## config.mk

```make
export PLATFORM = sky130hd
export DESIGN_NAME = stff_scan
export DESIGN_NICKNAME = d
export VERILOG_FILES = /design/src/rtl/stff_pkg.sv /design/src/rtl/stff_scan.sv
export SDC_FILE = /design/constraint.sdc
export NUM_CORES = 1
export LEC_CHECK = 0
export BUFFER_PORTS_ARGS = -buffer_cell sky130_fd_sc_hd__clkbuf_2
export CORE_UTILIZATION = 53
export CTS_BUF_LIST = sky130_fd_sc_hd__clkbuf_8
export DETAILED_ROUTE_END_ITERATION = 10
export PLACE_DENSITY = 0.92
export SLEW_MARGIN = 25
export SYNTH_ARGS = -nofsm -noshare
export SYNTH_HDL_FRONTEND = slang
export SYNTH_SLANG_ARGS = --single-unit
```

## constraint.sdc

```tcl
create_clock -name clk_i -period 7.6 [get_ports clk_i]
set_clock_uncertainty 0.1 [all_clocks]
set_input_delay 0 -clock clk_i [delete_from_list [all_inputs] [get_ports clk_i]]
set_output_delay 0 -clock clk_i [all_outputs]
set_load 0.02 [all_outputs]
```

## src/rtl/stff_pkg.sv

```systemverilog
// ----------------------------------------------------------------------------
// stff_pkg
// Shared types and constants for the slot table with first-free allocation.
// ----------------------------------------------------------------------------
`default_nettype none

package stff_pkg;

  localparam int unsigned DEPTH_DEF       = 256;
  localparam int unsigned VALUE_WIDTH_DEF = 32;

  typedef enum logic [2:0] {
    ACT_INSERT = 3'd0,
    ACT_STORE  = 3'd1,
    ACT_LOOKUP = 3'd2,
    ACT_CLEAR  = 3'd3,
    ACT_COUNT  = 3'd4,
    ACT_FIND   = 3'd5
  } action_e;

  typedef enum logic [1:0] {
    STAT_OK   = 2'd0,
    STAT_FULL = 2'd1,
    STAT_MISS = 2'd2
  } status_e;

  typedef enum logic [2:0] {
    S_WIPE,
    S_IDLE,
    S_EXEC,
    S_READ,
    S_SCAN
  } state_e;

  typedef struct packed {
    logic [2:0]  action;
    logic [7:0]  slot_index;
    logic [31:0] entry_value;
  } item_t;

  typedef struct packed {
    logic [1:0]  status;
    logic [7:0]  result_index;
    logic [31:0] read_value;
    logic [8:0]  occupied_count;
  } result_t;

  // scan request from the sequencer
  typedef struct packed {
    logic start;
    logic down;
    logic invert;
    logic stop;
  } scan_cmd_t;

  // scan completion back to the sequencer
  typedef struct packed {
    logic done;
    logic hit;
  } scan_sts_t;

endpackage

`default_nettype wire

```

## src/rtl/stff_scan.sv

```systemverilog
// ----------------------------------------------------------------------------
// stff_scan
// Slot scanner: walks a range of slots one read per cycle and runs every
// value through a single compare unit, counting or stopping on a match.
// ----------------------------------------------------------------------------
`default_nettype none

module stff_scan #(
  parameter int unsigned DEPTH       = stff_pkg::DEPTH_DEF,
  parameter int unsigned VALUE_WIDTH = stff_pkg::VALUE_WIDTH_DEF,
  localparam int unsigned AW = $clog2(DEPTH),
  localparam int unsigned CW = $clog2(DEPTH + 1)
) (
  input  wire logic                   clk_i,
  input  wire logic                   rst_ni,
  input  wire stff_pkg::scan_cmd_t    cmd_i,
  input  wire logic [CW-1:0]          first_i,
  input  wire logic [CW-1:0]          len_i,
  input  wire logic [VALUE_WIDTH-1:0] key_i,
  input  wire logic [VALUE_WIDTH-1:0] rdata_i,
  output logic      [AW-1:0]          raddr_o,
  output stff_pkg::scan_sts_t         sts_o,
  output logic      [CW-1:0]          pos_o,
  output logic      [CW-1:0]          cnt_o
);

  logic          active_q, active_d;
  logic          down_q, down_d;
  logic          inv_q, inv_d;
  logic          stop_q, stop_d;
  logic          chk_v_q, chk_v_d;
  logic [AW-1:0] chk_addr_q, chk_addr_d;
  logic [CW-1:0] left_q, left_d;
  logic [CW-1:0] pos_q, pos_d;
  logic [CW-1:0] cnt_q, cnt_d;
  logic          match;
  logic          hit_now;
  logic          fin;
  logic          rd_en;

  assign match   = (rdata_i == key_i) ^ inv_q;
  assign hit_now = active_q && chk_v_q && match && stop_q;
  assign fin     = active_q && !chk_v_q && (left_q == '0);
  assign rd_en   = active_q && (left_q != '0) && !hit_now;
  assign raddr_o = pos_q[AW-1:0];

  assign sts_o.done = hit_now || fin;
  assign sts_o.hit  = hit_now;
  assign pos_o      = CW'(chk_addr_q);
  assign cnt_o      = cnt_q;

  always_comb begin
    active_d   = active_q;
    down_d     = down_q;
    inv_d      = inv_q;
    stop_d     = stop_q;
    chk_v_d    = chk_v_q;
    chk_addr_d = chk_addr_q;
    left_d     = left_q;
    pos_d      = pos_q;
    cnt_d      = cnt_q;
    if (cmd_i.start) begin
      active_d = 1'b1;
      down_d   = cmd_i.down;
      inv_d    = cmd_i.invert;
      stop_d   = cmd_i.stop;
      chk_v_d  = 1'b0;
      left_d   = len_i;
      pos_d    = first_i;
      cnt_d    = '0;
    end else if (active_q) begin
      if (sts_o.done) begin
        active_d = 1'b0;
        chk_v_d  = 1'b0;
      end else begin
        chk_v_d    = rd_en;
        chk_addr_d = pos_q[AW-1:0];
        if (rd_en) begin
          left_d = left_q - CW'(1);
          pos_d  = down_q ? (pos_q - CW'(1)) : (pos_q + CW'(1));
        end
        if (chk_v_q && match) begin
          cnt_d = cnt_q + CW'(1);
        end
      end
    end
  end

  always_ff @(posedge clk_i or negedge rst_ni) begin
    if (!rst_ni) begin
      active_q <= 1'b0;
      chk_v_q  <= 1'b0;
      left_q   <= '0;
      cnt_q    <= '0;
    end else begin
      active_q <= active_d;
      chk_v_q  <= chk_v_d;
      left_q   <= left_d;
      cnt_q    <= cnt_d;
    end
  end

  always_ff @(posedge clk_i) begin
    down_q     <= down_d;
    inv_q      <= inv_d;
    stop_q     <= stop_d;
    chk_addr_q <= chk_addr_d;
    pos_q      <= pos_d;
  end

endmodule

`default_nettype wire

```

==> summary.txt <==
Period utilization: 0.381
Maxcap violations: 0
Setup crit start: left_q[4]
Met3 WL: 377 µm
Area growth syn-to-layout: 36.0%
Post-CTS sizing: 0
Final min period: 2.90 ns
Clk sink count: 39
Share of cells above drive strength 1: 0.356
Initial Utilization: 0.569
Final max-slew violation count: 0
Post-Syn Nets: 347
Core area: 0.00447 mm²
Crit path max fanout: 6
DRT Wirelength: 6790 µm
Overall Global Routing Usage: 0.282
Status: finished, violations left
Filler Cell Count: 271
Htree depth: 2
Cell area after synthesis: 0.00255 mm²
Clock insertion delay at the later pin of the skew report: 0.30 ns
Fmax: 345 MHz
Hold Violations, Final: 0
Reg2Reg Depth: 5
Final nets: 479
P per Cell Area: 209 mW/mm²
Asr flop ratio synth: 0.513
Die area: 0.00509 mm²
Slew headroom: 0.459
Yosys reg bits: 39
Largest net degree at the start of global routing: 44
DR pass1 iterations: 8
HP Class: in -> async
Finished Layout Cells: 434
Avg Vias per Cell: 5.83
RSZ-0062 raised after global routing: false
CTS Hold Bufs: 21
CP Capture Type: output port
Total Negative Setup Slacks: 0 ns
Cell Rows: 24
Routed wire length on met2: 3630 µm
# setup viols final: 0
Initial DRC count: 138
Buffers added on ports: 113
Die width: 71.3 µm
WP data arrival: 2.80 ns
TritonCTS buffer count: 5
DR DRC count: 6
Clock tree buffer depth: 2
Vias in the first global route: 2622
Overflow after GRT: 0
Violated checks: DRC
Post-synthesis sequential area ratio: 0.421
Via count: 2529
CTS Root Cell: clkbuf_8
Initial antenna violation count: 0
Max layer used: met4
Syn Inst Count: 249
Placed insts: 405
Flop-to-flop setup slack: 4.78 ns
Routability-driven placement congestion ratio: 0.841
Max VDD drop: 102 µV
Wire length per cell: 15.6 µm
Reg2reg start: left_q[4]
Metal-1 WL: 2480 µm
Post-CTS Setup Inserts: 0
Crit path kind: reg -> out
Worst Path Required: 7.50 ns
DRT antenna net count: 0
IO Count: 116
Clock transition at path regs: 0.09 ns
CTS tree: built
Synth unique cells: 49
N_diodes: 0
Number of synthesized flops with an enable pin: 19
Startpoint Class: flip-flop
Most common flop cell mapped by yosys: dfrtp_1
Syn Area/Cell: 10.2 µm²
First-pass GRT wire length: 11200 µm
Slew @ Worst Pin: 0.812 ns
Yosys warns: 0
Die height: 71.3 µm
DP Wirelength: 4880 µm
P_leak: 0.00162 µW
[synth_stat cells, drive strengths merged, types with 4 or more instances]
cell type  count  area, µm²
a21oi         12       60.1
clkbuf         7       26.3
dfrtp         20        500
edfxtp        19        571
ha             9        113
inv           11       41.3
nand2         17       63.8
nand3          9       45.0
nand4          4       25.0
nor2           7       26.3
nor3           6       30.0
nor4          13        146
o211ai         5       37.5
o21ai         16       83.8
or3            8       50.1
xnor2          5       43.8
xor2          36        315
[cell families (layout without fill, tap and decap cells)]
group	after synthesis	in the layout	synth area share
other	1	1	0.00147
xor gates and xnor gates	41	41	0.141
buffers and inverters	20	153	0.0324
muxes	2	2	0.00835
DFF	39	39	0.421
and+or+nand+nor	79	79	0.198
adders and majority gates	10	10	0.0521
AOI/OAI and AO/OA	57	57	0.146
[state kept, by name, indices dropped and copies added, names as in the netlist]
signal,count
stop_q,1
active_q,1
chk_v_q,1
left_q,9
chk_addr_q,8
cnt_o,9
pos_q,8
inv_q,1
down_q,1
[per-stage QoR]
| step | worst slack (ns) | power, µW | util | cell area [µm²] | hold slack [ns] |
|---|---|---|---|---|---|
| detailed placement | 4.60 | 530 | 0.701 | 3140 | -0.114 |
| CTS | 4.75 | 713 | 0.773 | 3460 | 0.111 |
| global placement | 4.72 | 516 | 0.701 | 3140 | -0.107 |
| finish | 4.70 | 722 | 0.774 | 3460 | 0.0890 |
| floorplan | 5.10 | 450 | - | 2550 | -0.396 |
| global route | 4.55 | 756 | 0.774 | 3460 | 0.152 |
[metal layers]
layer / global-route usage / vias up
met5: 0 / -
met4: 0.164 / 0
met3: 0.0647 / 33
met2: 0.526 / 128
met1: 0.288 / 1180
li1: - / 1188
[final cells by class]
type	count	area (µm²)	area share
clock inverters	3	43.8	0.0126
clock buffers	5	68.8	0.0199
inverters	11	41.3	0.0119
flip-flops and latches	39	1070	0.309
well taps	52	65.1	0.0188
multi-input cells	190	1400	0.404
repair buffers	134	776	0.224
[worst max-delay path, stage by stage (launching register included)]
cell	delay, ns
dfrtp_1	0.45
or3_1	0.41
or3_1	0.41
or4b_1	0.62
nor2_1	0.27
a21o_1	0.16
clkbuf_2	0.17
[cell usage in the layout (no fill, tap or decap), types with 9 or more instances in the layout]
cell	netlist	routed
nand2_1	17	17
xor2_1	36	36
inv_1	11	11
clkbuf_2	0	113
edfxtp_1	19	19
dlygate4sd3_1	0	21
a21oi_1	12	12
nand3_1	9	9
dfrtp_1	20	20
o21ai_0	13	13
ha_1	9	9
[worst paths after layout]
check	endpoint
setup / recovery	sts_o[1]
hold / removal	cnt_o[4]
setup reg to reg	pos_q[6]
hold reg to reg	chk_addr_q[4]
max in group asynchronous	left_q[3]
min in group clk_i	cnt_o[0]
[report_power, final]
group	internal, µW	total (µW)	switching (µW)
clock	97.8	177	78.9
combinational	106	248	142
sequential	268	298	30.1
total	471	722	251
Note: power is estimated with default switching activity, not from simulation.
